File: config.mk
export PLATFORM = sky130hd
export DESIGN_NAME = position_jump_gate
export DESIGN_NICKNAME = d
export VERILOG_FILES = /design/src/pjg_pkg.sv /design/src/position_jump_gate.sv
export SDC_FILE = /design/constraint.sdc
export NUM_CORES = 2
export LEC_CHECK = 0
export BUFFER_PORTS_ARGS = -buffer_cell sky130_fd_sc_hd__buf_2
export CORE_UTILIZATION = 57
export CTS_BUF_LIST = sky130_fd_sc_hd__clkbuf_2 sky130_fd_sc_hd__clkbuf_4 sky130_fd_sc_hd__clkbuf_8
export CTS_CLUSTER_SIZE = 24
export DETAILED_ROUTE_END_ITERATION = 7
export PLACE_DENSITY = 0.79
export SETUP_SLACK_MARGIN = 0.4
export SYNTH_ARGS = -nofsm -noshare
export SYNTH_HDL_FRONTEND = slang
export SYNTH_SLANG_ARGS = --single-unit
File: constraint.sdc
create_clock -name clk_i -period 17.93 [get_ports clk_i]
set_input_delay 2.6895 -clock clk_i [delete_from_list [all_inputs] [get_ports clk_i]]
set_output_delay 2.6895 -clock clk_i [all_outputs]
set_load 0.02 [all_outputs]
File: src/pjg_pkg.sv
`timescale 1ns / 1ps
// ----------------------------------------------------------------------------
// pjg_pkg: types and constants of the position jump gate
// Position type, result status codes, register indexes and reset values.
// ----------------------------------------------------------------------------
package pjg_pkg;

  localparam int unsigned PosW     = 16;
  localparam int unsigned CountW   = 8;
  localparam int unsigned CfgDataW = 16;
  localparam int unsigned SqW      = 2 * PosW;

  typedef logic signed [PosW-1:0] pos_t;

  typedef enum logic [1:0] {
    ST_FIRST = 2'd0,
    ST_STEP  = 2'd1,
    ST_JUMP  = 2'd2,
    ST_HELD  = 2'd3
  } status_e;

  typedef enum logic {
    CFG_JUMP_LIMIT = 1'b0,
    CFG_CONFIRM    = 1'b1
  } cfg_idx_e;

  localparam logic [CfgDataW-1:0] JumpLimitRst = 16'd500;
  localparam logic [CountW-1:0]   ConfirmRst   = 8'd3;
  localparam logic [SqW-1:0]      Lim2Rst      = 32'd250000;

  // Open per-axis window around the pending candidate, in mm.
  localparam logic signed [PosW:0] CandWindow  = 17'sd200;
  localparam logic [CountW-1:0]    HitsMax     = 8'hFF;

endpackage

File: src/position_jump_gate.sv
`timescale 1ns / 1ps
// ----------------------------------------------------------------------------
// position_jump_gate: gates sudden jumps in a stream of 3D positions
// Accepts small steps, holds far positions as a candidate until confirmed.
// ----------------------------------------------------------------------------
// Usage:
//   Input channel: in_valid_i with pos_x_i/pos_y_i/pos_z_i; the block drives
//   in_stall_o. A word is taken at a clock edge with valid high, stall low.
//   Output channel: out_valid_o with accepted_o, status_o, out_x/y/z_o and
//   held_count_o; the receiver drives out_stall_i. One result per input word.
//   Configuration: cfg_valid_i/cfg_ready_o with cfg_index_i and cfg_data_i;
//   index 0 is the jump limit in mm, index 1 the confirm count. Write only
//   while no word is in flight.
//   out_valid_o rises once a word has passed the input register and the
//   result register; one word is taken every cycle while the receiver does
//   not stall. The rate is set by the single compare stage, whose three
//   17x17 squares, sum and limit compare update the tracking state before
//   the next word reads it.
//   Reset clears the tracking state and the valid bits of both pipeline
//   registers and loads a 500 mm jump limit and a confirm count of three.
//   When the receiver stalls, the result word holds, the input register
//   fills and then in_stall_o rises until the result is taken.
// ----------------------------------------------------------------------------
module position_jump_gate
  import pjg_pkg::*;
(
  input  logic                clk_i,
  input  logic                rst_ni,
  input  logic                cfg_valid_i,
  output logic                cfg_ready_o,
  input  cfg_idx_e            cfg_index_i,
  input  logic [CfgDataW-1:0] cfg_data_i,
  input  logic                in_valid_i,
  output logic                in_stall_o,
  input  pos_t                pos_x_i,
  input  pos_t                pos_y_i,
  input  pos_t                pos_z_i,
  output logic                out_valid_o,
  input  logic                out_stall_i,
  output logic                accepted_o,
  output status_e             status_o,
  output pos_t                out_x_o,
  output pos_t                out_y_o,
  output pos_t                out_z_o,
  output logic [CountW-1:0]   held_count_o
);

  // Configuration. The squared limit is formed at write time.
  logic [SqW-1:0]    lim2_q;
  logic [CountW-1:0] confirm_q;

  // Input register.
  logic v1_q;
  pos_t x_q, y_q, z_q;

  // Tracking state.
  pos_t              last_x_q, last_y_q, last_z_q;
  logic              have_last_q;
  pos_t              cand_x_q, cand_y_q, cand_z_q;
  logic              have_cand_q;
  logic [CountW-1:0] cand_hits_q;

  // Result register.
  logic              v2_q;
  logic              acc_q;
  status_e           status_q;
  pos_t              ox_q, oy_q, oz_q;
  logic [CountW-1:0] held_q;

  logic advance;
  logic take_in;

  assign advance    = v1_q && (!v2_q || !out_stall_i);
  assign in_stall_o = v1_q && !advance;
  assign take_in    = in_valid_i && !in_stall_o;
  assign cfg_ready_o = 1'b1;

  // Distance to the last accepted position.
  logic signed [PosW:0]   dx, dy, dz;
  logic signed [SqW+1:0]  sqx, sqy, sqz;
  logic [SqW+1:0]         d2;
  logic                   far;

  assign dx  = {x_q[PosW-1], x_q} - {last_x_q[PosW-1], last_x_q};
  assign dy  = {y_q[PosW-1], y_q} - {last_y_q[PosW-1], last_y_q};
  assign dz  = {z_q[PosW-1], z_q} - {last_z_q[PosW-1], last_z_q};
  assign sqx = (SqW+2)'(dx) * (SqW+2)'(dx);
  assign sqy = (SqW+2)'(dy) * (SqW+2)'(dy);
  assign sqz = (SqW+2)'(dz) * (SqW+2)'(dz);
  assign d2  = {2'b00, sqx[SqW-1:0]} + {2'b00, sqy[SqW-1:0]} + {2'b00, sqz[SqW-1:0]};
  assign far = d2 > {2'b00, lim2_q};

  // Candidate window match.
  logic signed [PosW:0] cx, cy, cz;
  logic                 match;
  logic [CountW-1:0]    hits_new;
  logic                 confirmed;

  assign cx = {x_q[PosW-1], x_q} - {cand_x_q[PosW-1], cand_x_q};
  assign cy = {y_q[PosW-1], y_q} - {cand_y_q[PosW-1], cand_y_q};
  assign cz = {z_q[PosW-1], z_q} - {cand_z_q[PosW-1], cand_z_q};
  assign match = have_cand_q
              && (cx < CandWindow) && (cx > -CandWindow)
              && (cy < CandWindow) && (cy > -CandWindow)
              && (cz < CandWindow) && (cz > -CandWindow);
  assign hits_new  = !match ? CountW'(1)
                   : (cand_hits_q == HitsMax) ? HitsMax : cand_hits_q + CountW'(1);
  assign confirmed = hits_new >= confirm_q;

  // Next state and result.
  logic              acc_d;
  status_e           status_d;
  logic              have_cand_d;
  logic [CountW-1:0] cand_hits_d;
  logic              load_cand;

  always_comb begin
    acc_d       = 1'b1;
    status_d    = ST_FIRST;
    have_cand_d = have_cand_q;
    cand_hits_d = cand_hits_q;
    load_cand   = 1'b0;
    priority if (!have_last_q) begin
      status_d = ST_FIRST;
    end else if (far) begin
      load_cand = !match;
      if (confirmed) begin
        status_d    = ST_JUMP;
        have_cand_d = 1'b0;
        cand_hits_d = '0;
      end else begin
        acc_d       = 1'b0;
        status_d    = ST_HELD;
        have_cand_d = 1'b1;
        cand_hits_d = hits_new;
      end
    end else begin
      status_d    = ST_STEP;
      have_cand_d = 1'b0;
      cand_hits_d = '0;
    end
  end

  always_ff @(posedge clk_i or negedge rst_ni) begin
    if (!rst_ni) begin
      lim2_q      <= Lim2Rst;
      confirm_q   <= ConfirmRst;
      v1_q        <= 1'b0;
      v2_q        <= 1'b0;
      have_last_q <= 1'b0;
      have_cand_q <= 1'b0;
      cand_hits_q <= '0;
      last_x_q    <= '0;
      last_y_q    <= '0;
      last_z_q    <= '0;
      cand_x_q    <= '0;
      cand_y_q    <= '0;
      cand_z_q    <= '0;
    end else begin
      if (cfg_valid_i && cfg_ready_o) begin
        unique case (cfg_index_i)
          CFG_JUMP_LIMIT: lim2_q    <= SqW'(cfg_data_i) * SqW'(cfg_data_i);
          CFG_CONFIRM:    confirm_q <= cfg_data_i[CountW-1:0];
          default: ;
        endcase
      end
      if (take_in) begin
        v1_q <= 1'b1;
      end else if (advance) begin
        v1_q <= 1'b0;
      end
      if (advance) begin
        v2_q <= 1'b1;
      end else if (!out_stall_i) begin
        v2_q <= 1'b0;
      end
      if (advance) begin
        have_cand_q <= have_cand_d;
        cand_hits_q <= cand_hits_d;
        if (load_cand) begin
          cand_x_q <= x_q;
          cand_y_q <= y_q;
          cand_z_q <= z_q;
        end
        if (acc_d) begin
          have_last_q <= 1'b1;
          last_x_q    <= x_q;
          last_y_q    <= y_q;
          last_z_q    <= z_q;
        end
      end
    end
  end

  // Payload registers.
  always_ff @(posedge clk_i) begin
    if (take_in) begin
      x_q <= pos_x_i;
      y_q <= pos_y_i;
      z_q <= pos_z_i;
    end
    if (advance) begin
      acc_q    <= acc_d;
      status_q <= status_d;
      ox_q     <= acc_d ? x_q : '0;
      oy_q     <= acc_d ? y_q : '0;
      oz_q     <= acc_d ? z_q : '0;
      held_q   <= cand_hits_d;
    end
  end

  assign out_valid_o  = v2_q;
  assign accepted_o   = acc_q;
  assign status_o     = status_q;
  assign out_x_o      = ox_q;
  assign out_y_o      = oy_q;
  assign out_z_o      = oz_q;
  assign held_count_o = held_q;

  // A result is published exactly when it is not held.
  assert property (@(posedge clk_i) disable iff (!rst_ni)
    out_valid_o |-> (accepted_o == (status_o != ST_HELD)))
    else $error("accept flag disagrees with status");

  // Only a held result reports a pending count.
  assert property (@(posedge clk_i) disable iff (!rst_ni)
    (out_valid_o && status_o != ST_HELD) |-> (held_count_o == '0))
    else $error("pending count on a published result");

  // Once a position has been accepted, there is always a reference.
  assert property (@(posedge clk_i) disable iff (!rst_ni)
    have_last_q |=> have_last_q)
    else $error("last position lost");

  // A pending candidate always carries at least one hit, and none otherwise.
  assert property (@(posedge clk_i) disable iff (!rst_ni)
    have_cand_q == (cand_hits_q != '0))
    else $error("candidate flag and hit count disagree");

endmodule
# Word level (Yosys, flattened, before mapping)
# Cells that the tools add are included.
# Widths: inputs -> output; s select.
# word_totals
register_bits	255
latchBits	0
ram_bits	0
romBits	0
in_bits	70
wordCells	87
n_memories	0
# classes
n_addsub	9
n_mul	4
n_div	0
n_lt_le_gt_ge	8
n_eq_ne	2
shifts	0
muxes	18
bitwise	1
n_reduce_logical	22
# op_table
op	count
$sub 16x16->17	6
$mul 17x17->32	3
$gt 17x9->1 const B	3
$lt 17x9->1 const B	3
$mux 8	5
$add 33x32->34	1
$gt 34x32->1	1
$add 32x32->33	1
$mul 16x16->32	1
$mux 1	13
$reduce_and 2->1	6
$logic_and 1x1->1	9
$add 8x1->8 const B	1
$eq 8x8->1 const B	1
$ge 8x8->1	1
$logic_not 1->1	5
$ne 2x1->1 const B	1
$reduce_bool 2->1	1
$logic_or 1x1->1	1
$not 1->1	1

# Logic depth before layout (Yosys ltp)
# depth
depth_word	14
mapped_depth	64
mapped_depth_nobuf	60

# Worst setup path before layout
# OpenSTA, ideal clock, no wires.
# synth_path
path_type	register to register
from	reg z_q[1]
to	reg last_x_q[10]
arrival_time_ns	12.438
required_ns	17.805
path_slack_ns	5.367
path_stages_with_launch	59
path_buffers	5
synth_period_minus_slack_ns	12.563
cell_sequence	edfxtp_1 > ha_1 > nor2b_1 > o21ai_0 > nand2b_1 > a21o_1 > a21o_1 > a21oi_1 > o2111ai_1 > a41o_1 > and2_1 > o311ai_2 > inv_1 > buf_1 > nor2_1 > fa_1 > fa_1 > inv_1 > [23 not listed] > o31ai_1 > a21boi_0 > ha_1 > nand4_1 > or2_2 > or4_1 > nand3b_1 > o21ai_0 > o21ai_0 > a31oi_1 > a31oi_1 > and2_1 > buf_2 > inv_2 > nand2_1 > buf_4 > buf_6 > mux2_2
# synth_via
elab_chain_cells	10
# synth_lines
element	line	text
from (decl)	position_jump_gate.sv:54	pos_t x_q, y_q, z_q;
from (signal assigned)	position_jump_gate.sv:200	z_q <= pos_z_i;
branches (longest 7 deep; another with $add 33x32->34)	--	
$mux 1 *	position_jump_gate.sv:125	end else if (far) begin
$mux 1 *	position_jump_gate.sv:123	priority if (!have_last_q) begin
$reduce_and 2->1 (no source line) *	--	
to (signal assigned)	position_jump_gate.sv:187	last_x_q <= x_q;
to (decl)	position_jump_gate.sv:57	pos_t last_x_q, last_y_q, last_z_q;
# Every way passes the cells marked *.
# A chain may end at the register's enable or synchronous reset.

# Worst setup path after layout
# layout_path
from	reg x_q[0]
to	reg last_y_q[3]
# layout_via
elab_chain_cells	14
# layout_lines
element	line	text
from (decl)	position_jump_gate.sv:54	
from (signal assigned)	position_jump_gate.sv:198	x_q <= pos_x_i;
branches (longest 11 deep; another with $add 33x32->34)	--	
$mux 1 *	position_jump_gate.sv:125	
$mux 1 *	position_jump_gate.sv:123	
$reduce_and 2->1 (no source line) *	--	
to (signal assigned)	position_jump_gate.sv:188	last_y_q <= y_q;
to (decl)	position_jump_gate.sv:57	
# Marks and branches as above.

==> flow_metrics.env <==
export IMPL_run_status="finished, final reports clean"
export IMPL_largest_register="lim2_q"
export IMPL_gr_total_overflow=0
export IMPL_layout_drive_gt1_share_pct=7.079
export IMPL_synth_enable_flop_cells=107
export IMPL_nature_of_the_critical_path_endpoint="flop"
export IMPL_cp_data_required_time_ns=18.50
export IMPL_ys_dominant_reg_cell="dfrtp_1"
export IMPL_fin_crit_ns=15.61
export IMPL_post_cts_setup_buffers=0
export IMPL_synth_area_mux_share_pct=2.422
export IMPL_post_synthesis_share_of_cell_area_spent_on_full_adders_half_adders_and_majority_gates_pct=49.47
export IMPL_cts_htree_levels=2
export IMPL_root_cell_of_the_clock_tree="clkbuf_8"
export IMPL_post_route_period_util_pct=87.07
export IMPL_number_of_max_cap_violations=0
export IMPL_fp_row_count=110
export IMPL_synth_cell_type_count=86
export IMPL_initial_cell_density_of_the_core_pct=57.70
export IMPL_critical_path_startpoint_type="flop"
export IMPL_grt_start_max_net_pins=87
export IMPL_synth_top_family_by_area="adder cells"
export IMPL_synth_compound_area_share_pct=8.229
export IMPL_crit_slowest_cell="xor2_1"
export IMPL_chipHeight_um=304.1
export IMPL_synth_simple_area_share_pct=10.79
export IMPL_yosysTopAreaCellShare_pct=37.45
export IMPL_critical_path_peak_fanout=33
export IMPL_cpPeakStageDelay_ns=0.76
export IMPL_average_vias_per_placed_instance=5.511
export IMPL_unrepaired_setup_endpoints_after_global_routing="false"
export IMPL_drtIter0Drc=2709
export IMPL_finalSetupViolations=0
export IMPL_antenna_found_initial=5
export IMPL_max_slew_worst_pin_slew_ns=1.214
export IMPL_final_setup_tns_ns=0
export IMPL_synthDominantAreaCellType="fa_1"
export IMPL_tritoncts="yes"
export IMPL_syn2layout_area_growth_pct=6.174
export IMPL_io_buffer_count=130
export IMPL_cts_buffers_inserted=47
export IMPL_skew_ns=0.03753
export IMPL_detail_route_drc_violations=0
export IMPL_preCtsSetupSlack_ns=2.490
export IMPL_wl_um=127900
export IMPL_timing_setup_critical_path_class="reg2reg"
export IMPL_drt_first_pass_iters=6
export IMPL_final_max_slew_viol_count=0
export IMPL_post_synth_xor_area_fraction_pct=4.159
export IMPL_via_count_of_the_first_global_routing_pass=40750
export IMPL_area_of_the_core_um2=90150
export IMPL_total_via_count_after_detailed_routing=38110
export IMPL_die_w_um=304.1
export IMPL_gp_congestion=0.9757
export IMPL_setup_slack_ns=2.318
export IMPL_achievable_frequency_ghz=0.06405
export IMPL_worst_ep_arrival_time_ns=16.18
export IMPL_syn_area_per_cell_um2=9.327
export IMPL_synth_async_sr_flop_share_pct=57.87
export IMPL_path_common_cell="fa_1"
export IMPL_num_nets_final=7239
export IMPL_cts_root_to_sink_buffers=3
export IMPL_cts_hold_buf=0
export IMPL_cts_sinks=254
export IMPL_die_area_um2=92470
export IMPL_ant_nets=0
export IMPL_mappedNetlistNets=7120
export IMPL_timing_max_slew_rel_slack_pct=17.77
export IMPL_grt_pass1_wl_um=211800
export IMPL_dp_final_hpwl_um=106400
export IMPL_clk_transition_reported_paths_ns=0.06
export IMPL_syn_area_um2=52020
export IMPL_synth_cells=5577
export IMPL_class_of_the_tightest_hold_or_removal_check="reg2reg"
export IMPL_max_ffs_per_register=31
export IMPL_ys_warn_count=0
export IMPL_floorplan_io_pins=132
export IMPL_ys_seq_area_share_pct=13.27
export IMPL_report_final_hold_viol_count=0
export IMPL_post_synthesis_sequential_element_count=254
export IMPL_synth_area_top_cells="fa_1 (37%), ha_1 (12%), inv_1 (11%), dfrtp_1 (6.6%), edfxtp_1 (6.2%)"
export IMPL_n_fill_cell=7323
export IMPL_wl_per_cell_um=18.50
export IMPL_post_cts_resized=0
export IMPL_track_usage_pct=28.88
export IMPL_clock_insertion_delay_worst_skew_ns=0.69
-- synthesized netlist by cell type, types with 25 or more instances --
| cell type | instances |
|---|---|
| inv_1 | 1472 |
| fa_1 | 973 |
| ha_1 | 500 |
| nand2_1 | 454 |
| nor2_1 | 397 |
| a21oi_1 | 160 |
| xnor2_1 | 156 |
| o21ai_0 | 145 |
| dfrtp_1 | 138 |
| and2_1 | 111 |
| edfxtp_1 | 107 |
| a21o_1 | 100 |
| clkbuf_1 | 91 |
| xor2_1 | 91 |
| mux2_2 | 83 |
| nand3_1 | 54 |
| nor3_1 | 49 |
| nand2b_1 | 44 |
| o21a_1 | 31 |
| nor2b_1 | 25 |
-- layer usage --
| metal | up-vias | wire length [um] | global-route usage, % | part of all wire (%) |
|---|---|---|---|---|
| met4 | 0 | 4709 | 9.999 | 3.7 |
| met3 | 276 | 9113 | 4.025 | 7.1 |
| li1 | 17410 | - | - | - |
| met5 | - | 0 | 0 | 0 |
| met2 | 1388 | 60910 | 47.96 | 48 |
| met1 | 19030 | 53190 | 38.96 | 42 |
-- stage by stage --
step           cells  instance area, um2  hold slack (ns)  util [%]
5_1_grt         6912               55230           0.4933     61.26
4_1_cts         6911               55220           0.4840     61.26
3_3_place_gp    6823               54060           0.4639     59.97
6_report        6914               55230           0.4784     61.27
3_5_place_dp    6823               54060           0.4709     59.97
2_1_floorplan   5577               52020           0.4434         -
-- worst max-delay path: cells and delay by family (launching register included) --
| kind | cells | cell delay, ns |
|---|---|---|
| fa+ha+maj | 12 | 5.08 |
| simple gates | 15 | 4.03 |
| compound gates | 14 | 2.83 |
| buf+inv | 11 | 1.89 |
| xor+xnor | 2 | 0.93 |
| flops | 1 | 0.36 |
| mux | 1 | 0.30 |
-- logic make-up (layout without fill, tap and decap cells) --
| group | Yosys count | in the layout |
|---|---|---|
| adders and majority gates | 1473 | 1473 |
| and+or+nand+nor | 1248 | 1248 |
| buffers and inverters | 1595 | 1753 |
| AOI/OAI and AO/OA | 652 | 652 |
| muxes | 107 | 107 |
| other | 1 | 4 |
| DFF | 254 | 254 |
| xor gates and xnor gates | 247 | 247 |
-- placed cells by master, fill, tap and decap left out, drive strengths merged, types with 23 or more instances in the layout --
cell type,instances
a21o,100
a21oi,160
and2,111
buf,177
clkbuf,63
clkinv,23
dfrtp,138
edfxtp,107
fa,973
ha,500
inv,1479
mux2,100
nand2,454
nand2b,44
nand3,54
nor2,397
nor2b,25
nor3,50
o21a,31
o21ai,151
o21bai,24
xnor2,156
xor2,91
-- area by class of cell --
class                           instances  area (um2)  share of cell area [%]
Multi-Input combinational cell       3728       39090                   70.78
Sequential cell                       254        6903                   12.50
Inverter                             1488        5585                   10.11
Tap cell                             1176        1471                   2.664
Timing Repair Buffer                  177        1010                   1.828
Clock buffer                           63       792.0                   1.434
Clock inverter                         25       370.4                  0.6706
Antenna cell                            3       7.507                 0.01359
-- final timing paths --
path,endpoint,slack (ns),cells after the start,from
max in group asynchronous,lim2_q[2]$_DFFE_PN0P_,14.40,2,rst_ni
worst max-delay path,last_y_q[3]$_DFFE_PN0P_,2.32,55,x_q[0]$_DFFE_PP_
worst min-delay path,lim2_q[30]$_DFFE_PN0P_,0.48,2,lim2_q[30]$_DFFE_PN0P_
min in group asynchronous,v1_q$_DFFE_PN0P_,2.07,1,rst_ni
worst min register to register,lim2_q[30]$_DFFE_PN0P_,0.48,2,lim2_q[30]$_DFFE_PN0P_
worst max register to register,last_y_q[3]$_DFFE_PN0P_,2.32,55,x_q[0]$_DFFE_PP_
Power is not shown: default switching activity piles up to over one toggle a cycle in this logic, so the estimate is an artifact.
